File: src/assert_macros.svh
// Assertion helpers shared by the RTL.
// SYNTH builds get empty bodies.
`ifndef ASSERT_MACROS_SVH
`define ASSERT_MACROS_SVH
`ifndef SYNTH
// Same-cycle implication.
`define ASSERT_IMPLY(lbl, clk, rstn, ante, cons) \
  lbl: assert property (@(posedge clk) disable iff (!(rstn)) (ante) |-> (cons)) \
    else $error("%m: implication check failed");
// Next-cycle implication.
`define ASSERT_NEXT(lbl, clk, rstn, ante, cons) \
  lbl: assert property (@(posedge clk) disable iff (!(rstn)) (ante) |=> (cons)) \
    else $error("%m: next-cycle check failed");
`else
`define ASSERT_IMPLY(lbl, clk, rstn, ante, cons)
`define ASSERT_NEXT(lbl, clk, rstn, ante, cons)
`endif
`endif

File: src/bleadv_pkg.sv
package bleadv_pkg;

  // Commands from the controller to the datapath.
  typedef struct packed {
    logic take_byte;
    logic idx_clr;
    logic idx_inc;
    logic load_name;
    logic load_sum;
  } ctl_cmd_t;

  // Status from the datapath to the controller.
  typedef struct packed {
    logic len_zero;
    logic idx_last;
    logic slot_free;
  } dp_stat_t;

endpackage

File: src/bleadv_ctrl.sv
module bleadv_ctrl (
  input  logic                 clk,
  input  logic                 rst_n,
  input  logic                 in_valid,
  input  logic                 in_last_byte,
  output logic                 in_ready,
  input  bleadv_pkg::dp_stat_t stat,
  output bleadv_pkg::ctl_cmd_t cmd
);
  import bleadv_pkg::*;

  typedef enum logic [3:0] {
    S_IDLE  = 4'b0001,
    S_FETCH = 4'b0010,
    S_NAME  = 4'b0100,
    S_SUM   = 4'b1000
  } ctl_state_t;

  ctl_state_t state_r, state_nxt;

  always_comb begin
    state_nxt = state_r;
    cmd       = '0;
    in_ready  = 1'b0;
    case (state_r)
      S_IDLE: begin
        in_ready      = 1'b1;
        cmd.take_byte = in_valid;
        if (in_valid && in_last_byte) begin
          cmd.idx_clr = 1'b1;
          state_nxt   = S_FETCH;
        end
      end
      // buffer read lands at the end of this cycle
      S_FETCH: begin
        state_nxt = stat.len_zero ? S_SUM : S_NAME;
      end
      S_NAME: begin
        if (stat.slot_free) begin
          cmd.load_name = 1'b1;
          cmd.idx_inc   = 1'b1;
          state_nxt     = stat.idx_last ? S_SUM : S_FETCH;
        end
      end
      S_SUM: begin
        if (stat.slot_free) begin
          cmd.load_sum = 1'b1;
          state_nxt    = S_IDLE;
        end
      end
      default: state_nxt = S_IDLE;
    endcase
  end

  always_ff @(posedge clk) begin
    if (!rst_n) begin
      state_r <= S_IDLE;
    end else begin
      state_r <= state_nxt;
    end
  end

endmodule

File: src/bleadv_dp.sv
module bleadv_dp #(
  parameter int NAME_CAPACITY = 29
) (
  input  logic                 clk,
  input  logic                 rst_n,
  input  logic [7:0]           in_ad_byte,
  input  logic                 in_last_byte,
  input  bleadv_pkg::ctl_cmd_t cmd,
  output bleadv_pkg::dp_stat_t stat,
  input  logic                 out_ready,
  output logic                 out_valid,
  output logic                 out_kind,
  output logic [7:0]           out_name_byte,
  output logic                 out_name_found,
  output logic [4:0]           out_name_length,
  output logic                 out_beacon_found,
  output logic [63:0]          out_uuid_high,
  output logic [63:0]          out_uuid_low,
  output logic [15:0]          out_major_value,
  output logic [15:0]          out_minor_value,
  output logic [7:0]           out_tx_power,
  output logic                 out_last
);
  import bleadv_pkg::*;

  localparam int NCW    = $clog2(NAME_CAPACITY + 1);
  localparam int ADDR_W = (NAME_CAPACITY > 1) ? $clog2(NAME_CAPACITY) : 1;

  localparam logic [7:0] TYPE_SHORT_NAME = 8'h08;
  localparam logic [7:0] TYPE_FULL_NAME  = 8'h09;
  localparam logic [7:0] TYPE_MANUF      = 8'hFF;
  localparam logic [7:0] BEACON_MIN_LEN  = 8'd26;
  localparam logic [7:0] POS_PREFIX_LO   = 8'd2;
  localparam logic [7:0] POS_PREFIX_HI   = 8'd5;
  localparam logic [7:0] POS_UUID_HI_LO  = 8'd6;
  localparam logic [7:0] POS_UUID_HI_HI  = 8'd13;
  localparam logic [7:0] POS_UUID_LO_LO  = 8'd14;
  localparam logic [7:0] POS_UUID_LO_HI  = 8'd21;
  localparam logic [7:0] POS_MAJOR_L     = 8'd22;
  localparam logic [7:0] POS_MAJOR_H     = 8'd23;
  localparam logic [7:0] POS_MINOR_L     = 8'd24;
  localparam logic [7:0] POS_MINOR_H     = 8'd25;
  localparam logic [7:0] POS_TX          = 8'd26;

  typedef enum logic [1:0] {
    PH_LEN  = 2'd0,
    PH_TYPE = 2'd1,
    PH_DATA = 2'd2
  } phase_t;

  function automatic logic [7:0] prefix_byte(input logic [1:0] sel);
    logic [7:0] v;
    case (sel)
      2'd0:    v = 8'h4C;
      2'd1:    v = 8'h00;
      2'd2:    v = 8'h02;
      default: v = 8'h15;
    endcase
    return v;
  endfunction

  function automatic logic is_name(input logic [7:0] t);
    return (t == TYPE_SHORT_NAME) || (t == TYPE_FULL_NAME);
  endfunction

  // parse state
  phase_t           phase_r, phase_nxt;
  logic [7:0]       field_len_r, field_len_nxt;
  logic [7:0]       field_type_r, field_type_nxt;
  logic [7:0]       idx_r, idx_nxt;
  logic             stopped_r, stopped_nxt;
  logic [NCW-1:0]   name_cnt_r, name_cnt_nxt;
  logic             name_done_r, name_done_nxt;
  logic             name_found_r, name_found_nxt;
  logic             bcn_done_r, bcn_done_nxt;
  logic             bcn_found_r, bcn_found_nxt;
  logic             prefix_ok_r, prefix_ok_nxt;
  logic [63:0]      uuid_hi_r, uuid_hi_nxt;
  logic [63:0]      uuid_lo_r, uuid_lo_nxt;
  logic [15:0]      major_r, major_nxt;
  logic [15:0]      minor_r, minor_nxt;
  logic [7:0]       tx_r, tx_nxt;

  // name buffer
  logic [7:0]        name_mem [NAME_CAPACITY];
  logic              mem_we;
  logic [ADDR_W-1:0] mem_waddr;
  logic [ADDR_W-1:0] emit_idx_r;
  logic [7:0]        rd_data_r;

  // output register
  logic        out_valid_r;
  logic        out_kind_r;
  logic [7:0]  out_name_byte_r;
  logic        out_name_found_r;
  logic [4:0]  out_name_length_r;
  logic        out_beacon_found_r;
  logic [63:0] out_uuid_high_r;
  logic [63:0] out_uuid_low_r;
  logic [15:0] out_major_r;
  logic [15:0] out_minor_r;
  logic [7:0]  out_tx_r;
  logic        out_last_r;

  logic [7:0]     pos_v;
  logic [7:0]     i_v;
  logic           ncand_v;
  logic           bcand_v;
  logic           over_v;
  logic [NCW-1:0] len_eff;

  always_comb begin
    phase_nxt      = phase_r;
    field_len_nxt  = field_len_r;
    field_type_nxt = field_type_r;
    idx_nxt        = idx_r;
    stopped_nxt    = stopped_r;
    name_cnt_nxt   = name_cnt_r;
    name_done_nxt  = name_done_r;
    name_found_nxt = name_found_r;
    bcn_done_nxt   = bcn_done_r;
    bcn_found_nxt  = bcn_found_r;
    prefix_ok_nxt  = prefix_ok_r;
    uuid_hi_nxt    = uuid_hi_r;
    uuid_lo_nxt    = uuid_lo_r;
    major_nxt      = major_r;
    minor_nxt      = minor_r;
    tx_nxt         = tx_r;
    mem_we         = 1'b0;
    mem_waddr      = '0;
    i_v            = idx_r + 8'd1;
    pos_v          = i_v - 8'd2;
    ncand_v        = 1'b0;
    bcand_v        = 1'b0;
    over_v         = ({1'b0, field_len_r} - 9'd1) > 9'(NAME_CAPACITY);

    if (cmd.take_byte) begin
      if (!stopped_r) begin
        case (phase_r)
          PH_LEN: begin
            if (in_ad_byte == 8'd0) begin
              stopped_nxt = 1'b1;
            end else begin
              field_len_nxt = in_ad_byte;
              phase_nxt     = PH_TYPE;
            end
          end
          PH_TYPE: begin
            field_type_nxt = in_ad_byte;
            idx_nxt        = 8'd1;
            ncand_v        = is_name(in_ad_byte) && !name_done_r;
            bcand_v        = (in_ad_byte == TYPE_MANUF) && (field_len_r >= BEACON_MIN_LEN)
                             && !bcn_done_r;
            if (!name_done_r) begin
              name_cnt_nxt = '0;
            end
            // drop the name search on an overlong name
            if (ncand_v && over_v) begin
              name_done_nxt = 1'b1;
            end
            if (bcand_v) begin
              prefix_ok_nxt = 1'b1;
              uuid_hi_nxt   = '0;
              uuid_lo_nxt   = '0;
              major_nxt     = '0;
              minor_nxt     = '0;
              tx_nxt        = '0;
            end
            if (field_len_r == 8'd1) begin
              // empty name counts as found
              if (ncand_v && !over_v) begin
                name_done_nxt  = 1'b1;
                name_found_nxt = 1'b1;
              end
              phase_nxt = PH_LEN;
            end else begin
              phase_nxt = PH_DATA;
            end
          end
          PH_DATA: begin
            idx_nxt = i_v;
            ncand_v = is_name(field_type_r) && !name_done_r;
            bcand_v = (field_type_r == TYPE_MANUF) && (field_len_r >= BEACON_MIN_LEN)
                      && !bcn_done_r;
            if (ncand_v && (i_v >= POS_PREFIX_LO)
                && ({1'b0, pos_v} < 9'(NAME_CAPACITY))) begin
              mem_we       = 1'b1;
              mem_waddr    = ADDR_W'(pos_v);
              name_cnt_nxt = NCW'({1'b0, pos_v} + 9'd1);
            end
            if (bcand_v) begin
              if ((i_v >= POS_PREFIX_LO) && (i_v <= POS_PREFIX_HI)) begin
                if (in_ad_byte != prefix_byte(pos_v[1:0])) begin
                  prefix_ok_nxt = 1'b0;
                end
              end else if ((i_v >= POS_UUID_HI_LO) && (i_v <= POS_UUID_HI_HI)) begin
                uuid_hi_nxt = {uuid_hi_r[55:0], in_ad_byte};
              end else if ((i_v >= POS_UUID_LO_LO) && (i_v <= POS_UUID_LO_HI)) begin
                uuid_lo_nxt = {uuid_lo_r[55:0], in_ad_byte};
              end else if (i_v == POS_MAJOR_L) begin
                major_nxt[7:0] = in_ad_byte;
              end else if (i_v == POS_MAJOR_H) begin
                major_nxt[15:8] = in_ad_byte;
              end else if (i_v == POS_MINOR_L) begin
                minor_nxt[7:0] = in_ad_byte;
              end else if (i_v == POS_MINOR_H) begin
                minor_nxt[15:8] = in_ad_byte;
              end else if (i_v == POS_TX) begin
                tx_nxt = in_ad_byte;
              end
            end
            if (i_v >= field_len_r) begin
              if (ncand_v) begin
                name_done_nxt  = 1'b1;
                name_found_nxt = 1'b1;
              end
              if (bcand_v && prefix_ok_nxt) begin
                bcn_done_nxt  = 1'b1;
                bcn_found_nxt = 1'b1;
              end
              phase_nxt = PH_LEN;
            end
          end
          default: phase_nxt = PH_LEN;
        endcase
      end
      // a structure cut by the report end fails open searches
      if (in_last_byte && !stopped_nxt && (phase_nxt != PH_LEN)) begin
        name_done_nxt = 1'b1;
        bcn_done_nxt  = 1'b1;
      end
    end

    if (cmd.load_sum) begin
      phase_nxt      = PH_LEN;
      field_len_nxt  = '0;
      field_type_nxt = '0;
      idx_nxt        = '0;
      stopped_nxt    = 1'b0;
      name_cnt_nxt   = '0;
      name_done_nxt  = 1'b0;
      name_found_nxt = 1'b0;
      bcn_done_nxt   = 1'b0;
      bcn_found_nxt  = 1'b0;
      prefix_ok_nxt  = 1'b0;
    end
  end

  always_ff @(posedge clk) begin
    if (!rst_n) begin
      phase_r      <= PH_LEN;
      field_len_r  <= '0;
      field_type_r <= '0;
      idx_r        <= '0;
      stopped_r    <= 1'b0;
      name_cnt_r   <= '0;
      name_done_r  <= 1'b0;
      name_found_r <= 1'b0;
      bcn_done_r   <= 1'b0;
      bcn_found_r  <= 1'b0;
      prefix_ok_r  <= 1'b0;
    end else begin
      phase_r      <= phase_nxt;
      field_len_r  <= field_len_nxt;
      field_type_r <= field_type_nxt;
      idx_r        <= idx_nxt;
      stopped_r    <= stopped_nxt;
      name_cnt_r   <= name_cnt_nxt;
      name_done_r  <= name_done_nxt;
      name_found_r <= name_found_nxt;
      bcn_done_r   <= bcn_done_nxt;
      bcn_found_r  <= bcn_found_nxt;
      prefix_ok_r  <= prefix_ok_nxt;
    end
  end

  // beacon payload is only reported once found, which follows a clear
  always_ff @(posedge clk) begin
    uuid_hi_r <= uuid_hi_nxt;
    uuid_lo_r <= uuid_lo_nxt;
    major_r   <= major_nxt;
    minor_r   <= minor_nxt;
    tx_r      <= tx_nxt;
  end

  // name buffer: one write port, one registered read port
  always_ff @(posedge clk) begin
    if (mem_we) begin
      name_mem[mem_waddr] <= in_ad_byte;
    end
    rd_data_r <= name_mem[emit_idx_r];
  end

  always_ff @(posedge clk) begin
    if (!rst_n) begin
      emit_idx_r <= '0;
    end else if (cmd.idx_clr) begin
      emit_idx_r <= '0;
    end else if (cmd.idx_inc) begin
      emit_idx_r <= emit_idx_r + 1'b1;
    end
  end

  assign len_eff        = name_found_r ? name_cnt_r : '0;
  assign stat.len_zero  = (len_eff == '0);
  assign stat.idx_last  = (((NCW + 1)'(emit_idx_r) + 1'b1) == (NCW + 1)'(len_eff));
  assign stat.slot_free = !out_valid_r || out_ready;

  always_ff @(posedge clk) begin
    if (!rst_n) begin
      out_valid_r <= 1'b0;
    end else if (cmd.load_name || cmd.load_sum) begin
      out_valid_r <= 1'b1;
    end else if (out_ready) begin
      out_valid_r <= 1'b0;
    end
  end

  always_ff @(posedge clk) begin
    if (cmd.load_name) begin
      out_kind_r         <= 1'b0;
      out_name_byte_r    <= rd_data_r;
      out_name_found_r   <= 1'b0;
      out_name_length_r  <= '0;
      out_beacon_found_r <= 1'b0;
      out_uuid_high_r    <= '0;
      out_uuid_low_r     <= '0;
      out_major_r        <= '0;
      out_minor_r        <= '0;
      out_tx_r           <= '0;
      out_last_r         <= 1'b0;
    end else if (cmd.load_sum) begin
      out_kind_r         <= 1'b1;
      out_name_byte_r    <= '0;
      out_name_found_r   <= name_found_r;
      out_name_length_r  <= 5'(len_eff);
      out_beacon_found_r <= bcn_found_r;
      out_uuid_high_r    <= bcn_found_r ? uuid_hi_r : '0;
      out_uuid_low_r     <= bcn_found_r ? uuid_lo_r : '0;
      out_major_r        <= bcn_found_r ? major_r : '0;
      out_minor_r        <= bcn_found_r ? minor_r : '0;
      out_tx_r           <= bcn_found_r ? tx_r : '0;
      out_last_r         <= 1'b1;
    end
  end

  assign out_valid        = out_valid_r;
  assign out_kind         = out_kind_r;
  assign out_name_byte    = out_name_byte_r;
  assign out_name_found   = out_name_found_r;
  assign out_name_length  = out_name_length_r;
  assign out_beacon_found = out_beacon_found_r;
  assign out_uuid_high    = out_uuid_high_r;
  assign out_uuid_low     = out_uuid_low_r;
  assign out_major_value  = out_major_r;
  assign out_minor_value  = out_minor_r;
  assign out_tx_power     = out_tx_r;
  assign out_last         = out_last_r;

endmodule

File: src/ble_adv_data_name_beacon_parser_unit.sv
// BLE advertising-data parser. Feed the advertising-data bytes of one report, one
// word per byte, and flag the final byte with in_last_byte. The block walks the
// length-type-value structures, buffers the first shortened or complete local
// name if it fits NAME_CAPACITY bytes, and captures UUID, major, minor and tx power
// from the first manufacturer structure of at least 26 bytes carrying the iBeacon
// prefix 4C 00 02 15. A zero length byte ends parsing until the report's final
// byte; a structure cut short by the final byte fails any search still open.
// After the final byte the block sends the buffered name bytes (out_kind low),
// then one summary word (out_kind and out_last high) and is ready for the next
// report. Throughput: while parsing, one byte per cycle. From the final byte on,
// the input is held off while the name bytes go out: the name buffer
// has a registered read port and the next byte is fetched only after the current
// one is handed to the output register; the summary word follows, after a
// single fetch state when there is no name, and out_ready stalls extend the
// hold-off. The output register lets the next report's bytes enter while the
// summary word still waits to be taken.
`include "assert_macros.svh"

module ble_adv_data_name_beacon_parser_unit #(
  parameter int NAME_CAPACITY = 29
) (
  input  logic        clk,
  input  logic        rst_n,
  input  logic        in_valid,
  output logic        in_ready,
  input  logic [7:0]  in_ad_byte,
  input  logic        in_last_byte,
  output logic        out_valid,
  input  logic        out_ready,
  output logic        out_kind,
  output logic [7:0]  out_name_byte,
  output logic        out_name_found,
  output logic [4:0]  out_name_length,
  output logic        out_beacon_found,
  output logic [63:0] out_uuid_high,
  output logic [63:0] out_uuid_low,
  output logic [15:0] out_major_value,
  output logic [15:0] out_minor_value,
  output logic [7:0]  out_tx_power,
  output logic        out_last
);
  import bleadv_pkg::*;

  ctl_cmd_t cmd;
  dp_stat_t stat;

  // Controller: accepts bytes, then sequences name and summary emission.
  bleadv_ctrl u_ctrl (
    .clk          (clk),
    .rst_n        (rst_n),
    .in_valid     (in_valid),
    .in_last_byte (in_last_byte),
    .in_ready     (in_ready),
    .stat         (stat),
    .cmd          (cmd)
  );

  // Datapath: parse state, name buffer, beacon capture and output register.
  bleadv_dp #(
    .NAME_CAPACITY (NAME_CAPACITY)
  ) u_dp (
    .clk              (clk),
    .rst_n            (rst_n),
    .in_ad_byte       (in_ad_byte),
    .in_last_byte     (in_last_byte),
    .cmd              (cmd),
    .stat             (stat),
    .out_ready        (out_ready),
    .out_valid        (out_valid),
    .out_kind         (out_kind),
    .out_name_byte    (out_name_byte),
    .out_name_found   (out_name_found),
    .out_name_length  (out_name_length),
    .out_beacon_found (out_beacon_found),
    .out_uuid_high    (out_uuid_high),
    .out_uuid_low     (out_uuid_low),
    .out_major_value  (out_major_value),
    .out_minor_value  (out_minor_value),
    .out_tx_power     (out_tx_power),
    .out_last         (out_last)
  );

  // Hold off input right after the final byte of a report.
  `ASSERT_NEXT(a_hold_after_last, clk, rst_n, in_valid && in_ready && in_last_byte, !in_ready)
  // Only the summary word closes a report.
  `ASSERT_IMPLY(a_kind_last, clk, rst_n, out_valid, out_kind == out_last)
  // No name found means no name length reported.
  `ASSERT_IMPLY(a_name_len, clk, rst_n, out_valid && out_kind && !out_name_found,
                out_name_length == 5'd0)
  // No beacon found means zeroed beacon fields.
  `ASSERT_IMPLY(a_beacon_zero, clk, rst_n, out_valid && !out_beacon_found,
                (out_uuid_high == 64'd0) && (out_tx_power == 8'd0))

endmodule

File: config.mk
export PLATFORM = sky130hd
export DESIGN_NAME = ble_adv_data_name_beacon_parser_unit
export DESIGN_NICKNAME = d
export VERILOG_FILES = /design/src/bleadv_pkg.sv /design/src/bleadv_ctrl.sv /design/src/bleadv_dp.sv /design/src/ble_adv_data_name_beacon_parser_unit.sv
export VERILOG_INCLUDE_DIRS = /design/src /design/src/src
export SDC_FILE = /design/constraint.sdc
export NUM_CORES = 1
export LEC_CHECK = 0
export ABC_AREA = 1
export BUFFER_PORTS_ARGS = -buffer_cell sky130_fd_sc_hd__buf_2
export CORE_ASPECT_RATIO = 0.8
export CORE_MARGIN = 1
export CORE_UTILIZATION = 60
export DETAILED_ROUTE_END_ITERATION = 8
export MAX_ROUTING_LAYER = met4
export PLACE_DENSITY_LB_ADDON = 0.08
export RECOVER_POWER = 25
export SLEW_MARGIN = 20
export SYNTH_ARGS = -nofsm -noshare
export SYNTH_HDL_FRONTEND = slang
export SYNTH_SLANG_ARGS = --single-unit
File: constraint.sdc
create_clock -name clk -period 6.1 [get_ports clk]
set_clock_uncertainty 0.15 [all_clocks]
set_input_delay 0.305 -clock clk [delete_from_list [all_inputs] [get_ports clk]]
set_output_delay 0.305 -clock clk [all_outputs]
set_load 0.1 [all_outputs]
==> impl_results.md <==
- Outcome: complete, but fails checks
- Failing checks: capacitance limit, slew limit
- Share of layout cells above drive strength 1: 0.116
- Largest net degree at the start of global routing: ~110
- Syn Inst Count: roughly 2500
- Die area: about 43000 um2
- Xor/xnor share of the synthesized area: 0.00344
- Most used DFF post-synth: edfxtp_1
- Post-DP HPWL: approximately 41000 um
- Critical path origin: u_dp.idx_r[0]$_SDFFE_PP0P_
- Ys async rst share: 0
- Internal power: about 7 mW
- Routability cong.: ~0.90
- Switch Pwr: between 2 and 2.5 mW
- Drt pass-1 iters: 6
- RSZ-0062 raised after global routing: false
- Worst hold path class: primary input to register
- Worst-Skew Late Latency: roughly 0.63 ns
- Post-Syn Area: 25500 um2
- Seq pwr share: 0.520
- Final net count: approximately 2700
- Dpl ws: 1.49 ns
- Iter 0 DRT Violations: 2134
- GRT Total Usage: 0.309
- Switching share of power: 0.248
- Clock sinks: 639
- Crit Reg-Reg Startpoint: u_dp.idx_r[0]$_SDFFE_PP0P_
- Post-synthesis mux area share: 0
- Final Power: between 9 and 10 mW
- Site Rows: 67
- Area contributors post-synth: edfxtp_1 (48%), dfxtp_1 (18%), nand3_1 (8.0%), nand2_1 (6.4%), nor2_1 (3.5%)
- Pwr dens: 328 nW/um2
- IO buf count: a little under 200
- Hold path startpoint: in_ad_byte[3]
- Effective utilization at floorplan: 0.609
- CP Launch Type: register
- CTS root buffer: clkbuf_16
- Antenna cells: 0
- Post-route worst setup slack: between 1 and 1.5 ns
- Delay-heaviest family, CP: simple AND/OR/NAND/NOR gates
- DRT Wirelength: 65300 um
- Final Non-Filler Cells: ~3200
- Max Cap Viol: 8
- Vias per inst: about 5.9
- Initial antenna violation count: 1
- Setup TNS Final: 0 ns
- Worst slew pin tran: ~2.1 ns
- Max VDD drop: roughly 0.28 mV
- Die Span Y: ~190 um
- Clock share of power: 0.396
- Post-synthesis average cell area: ~10 um2
- Worst Hold Slack: roughly 0.2 ns
- CP Cell Sequence: inv_1 > ha_1 > inv_1 > ha_1 > nand2_1 > nor2_1 > nand2_1 > nand3_1 > nor2_4 > nand4_2 > nor2_1 > nand2_1 > nor2_1
- DR DRC count: 0
- Layout area overhead: 13.0%
- DP Area: between 20000 and 30000 um2
- Synth Warn #: 0
- H-tree levels: 2
- Clock buffer depth: 3
- Post-route cell area: around 29000 um2
- Largest family of logic cells by synthesized area: simple AND/OR/NAND/NOR gates
- Hold-fix buffers, CTS: 6
- CP max stage delay: 0.84 ns
- Adder-cell area share of the yosys netlist: 0.0128
- Buffer and inverter count on the worst path: 2
- Min cycle time layout: ~4.7 ns
- Req. time, crit path: about 6.2 ns
- Drt wl/cell: ~20 um
- Largest area contributor in the netlist: edfxtp_1
- Clock Pin Slew Worst Setup and Hold Paths: around 0.060 ns
- Post-Synth Simple-Gate Area: 0.195
- Slew Limit Fails: around 260
- Antenna Violating Nets Remaining: 0
- Nature of the critical path endpoint: register
- Finished Core Util: 0.688
- Top-count cell post-synth: nand2_1
- Register area share after synthesis: 0.663
- Top cells by count, synth: nand2_1 (434), edfxtp_1 (408), nand3_1 (405), nor2_1 (240), dfxtp_1 (231)
- Synth cell types: 38
- WS Path Type: register to register
- Synth Area in Compound Gates: 0.0694
- Cts bufs inserted: 58
- Fmax: approximately 0.21 GHz
- Leakage: around 13 nW
- Relative slew slack: -0.390
- Vias: about 19000
- Maximum fanout along the worst path: 18
- Post-synth EDFFs: between 400 and 500
- Vias in the first global route: about 18000
- Flops & latches, synth: roughly 640
- Crit-path slowest cell: dfxtp_1
- Fin crit share: 0.772
- Core outline area: roughly 42000 um2
- Synthesized net count: 2535
- Remaining Overflow, GRT: 0
- CTS tree: built
- I/O pins: 200
- Placed cell count: 3115
- Gate power share: 0.084
- Setup violations, final: 0
- Critical Path AT: approximately 4.8 ns
- Cts repair resizes: 0
- First-pass GRT wire length: 99000 um
- Synth top area share: 0.481
- Post-CTS Setup Bufs: 0
- Final Hold Vio Count: 0
- Die Width: roughly 230 um
-- registers in the layout, indices dropped and copies added, names as in the netlist, 2 cells and up --
name and cells:
u_dp.major_r 16, u_ctrl.state_r 4, u_dp.out_uuid_low 64, u_dp.out_name_byte 8
u_dp.phase_r 2, u_dp.idx_r 8, u_dp.field_len_r 8, u_dp.name_mem 232
u_dp.uuid_lo_r 64, u_dp.out_uuid_high 64, u_dp.emit_idx_r 5, u_dp.name_cnt_r 5
u_dp.minor_r 16, u_dp.out_minor_value 16, u_dp.rd_data_r 8, u_dp.tx_r 8
u_dp.out_name_length 5, u_dp.out_tx_power 8, u_dp.out_major_value 16, u_dp.field_type_r 8
u_dp.uuid_hi_r 64
-- final cells by class --
type	count	area, um2
tap	552	691
multi-input combinational	1477	7170
sequential	639	16900
fill	3250	13100
timing repair buffer	226	1170
clock buffer	82	1740
clock inverter	28	250
inverter	228	867
-- cell families after synthesis --
logic type               after synthesis
buffers and inverters                380
adder cells (fa/ha/maj)               26
flip-flops                           639
AND/OR/NAND/NOR                     1132
XOR/XNOR                              10
AO/OA/AOI/OAI                        309
-- final timing paths --
check | end | slack (ns) | cells after the start
worst min-delay path | u_dp.field_len_r[3]$_SDFFE_PP0P_ | 0.20 | 3
worst max-delay path | u_dp.name_mem[27][5]$_DFFE_PP_ | 1.39 | 13
worst min register to register | u_dp.out_uuid_low[12]$_SDFFE_PP0P_ | 0.31 | 2
worst max register to register | u_dp.name_mem[27][5]$_DFFE_PP_ | 1.39 | 13
-- worst register-to-register path: cells and delay by family, from the launching register on --
kind | cells | cell delay (ns)
DFF | 1 | 0.84
and+or+nand+nor | 9 | 1.91
adders and majority gates | 2 | 0.94
buffers and inverters | 2 | 0.50
-- per-layer routing --
metal  global-route usage  part of all wire  vias to the layer above
met1                0.435              0.43                     9193
met4               0.0950             0.027                        0
met3               0.0648             0.093                      125
li1                     -                 -                     8808
met5                    -                 0                        -
met2                0.452              0.45                      864
-- layout by cell type, fill, tap and decap left out, drive strengths merged, types with 19 or more instances in the layout --
master,count
inv,227
o21ai,169
nor2,246
ha,26
o22ai,25
o221ai,35
nand2,442
buf,178
edfxtp,408
clkinv,24
dfxtp,231
a21oi,55
nand4,19
clkbuf,124
nand3,408
-- power groups by stage --
stage | registers, mW | logic [mW] | clock network [mW]
floorplan | 5.06 | 0.482 | 0
global placement | 4.99 | 0.765 | 0
detailed placement | 5.00 | 0.781 | 0
CTS | 4.90 | 0.789 | 3.77
global route | 4.93 | 0.870 | 3.93
finish | 4.91 | 0.792 | 3.74
No activity file was read; power rests on OpenSTA's default activity.
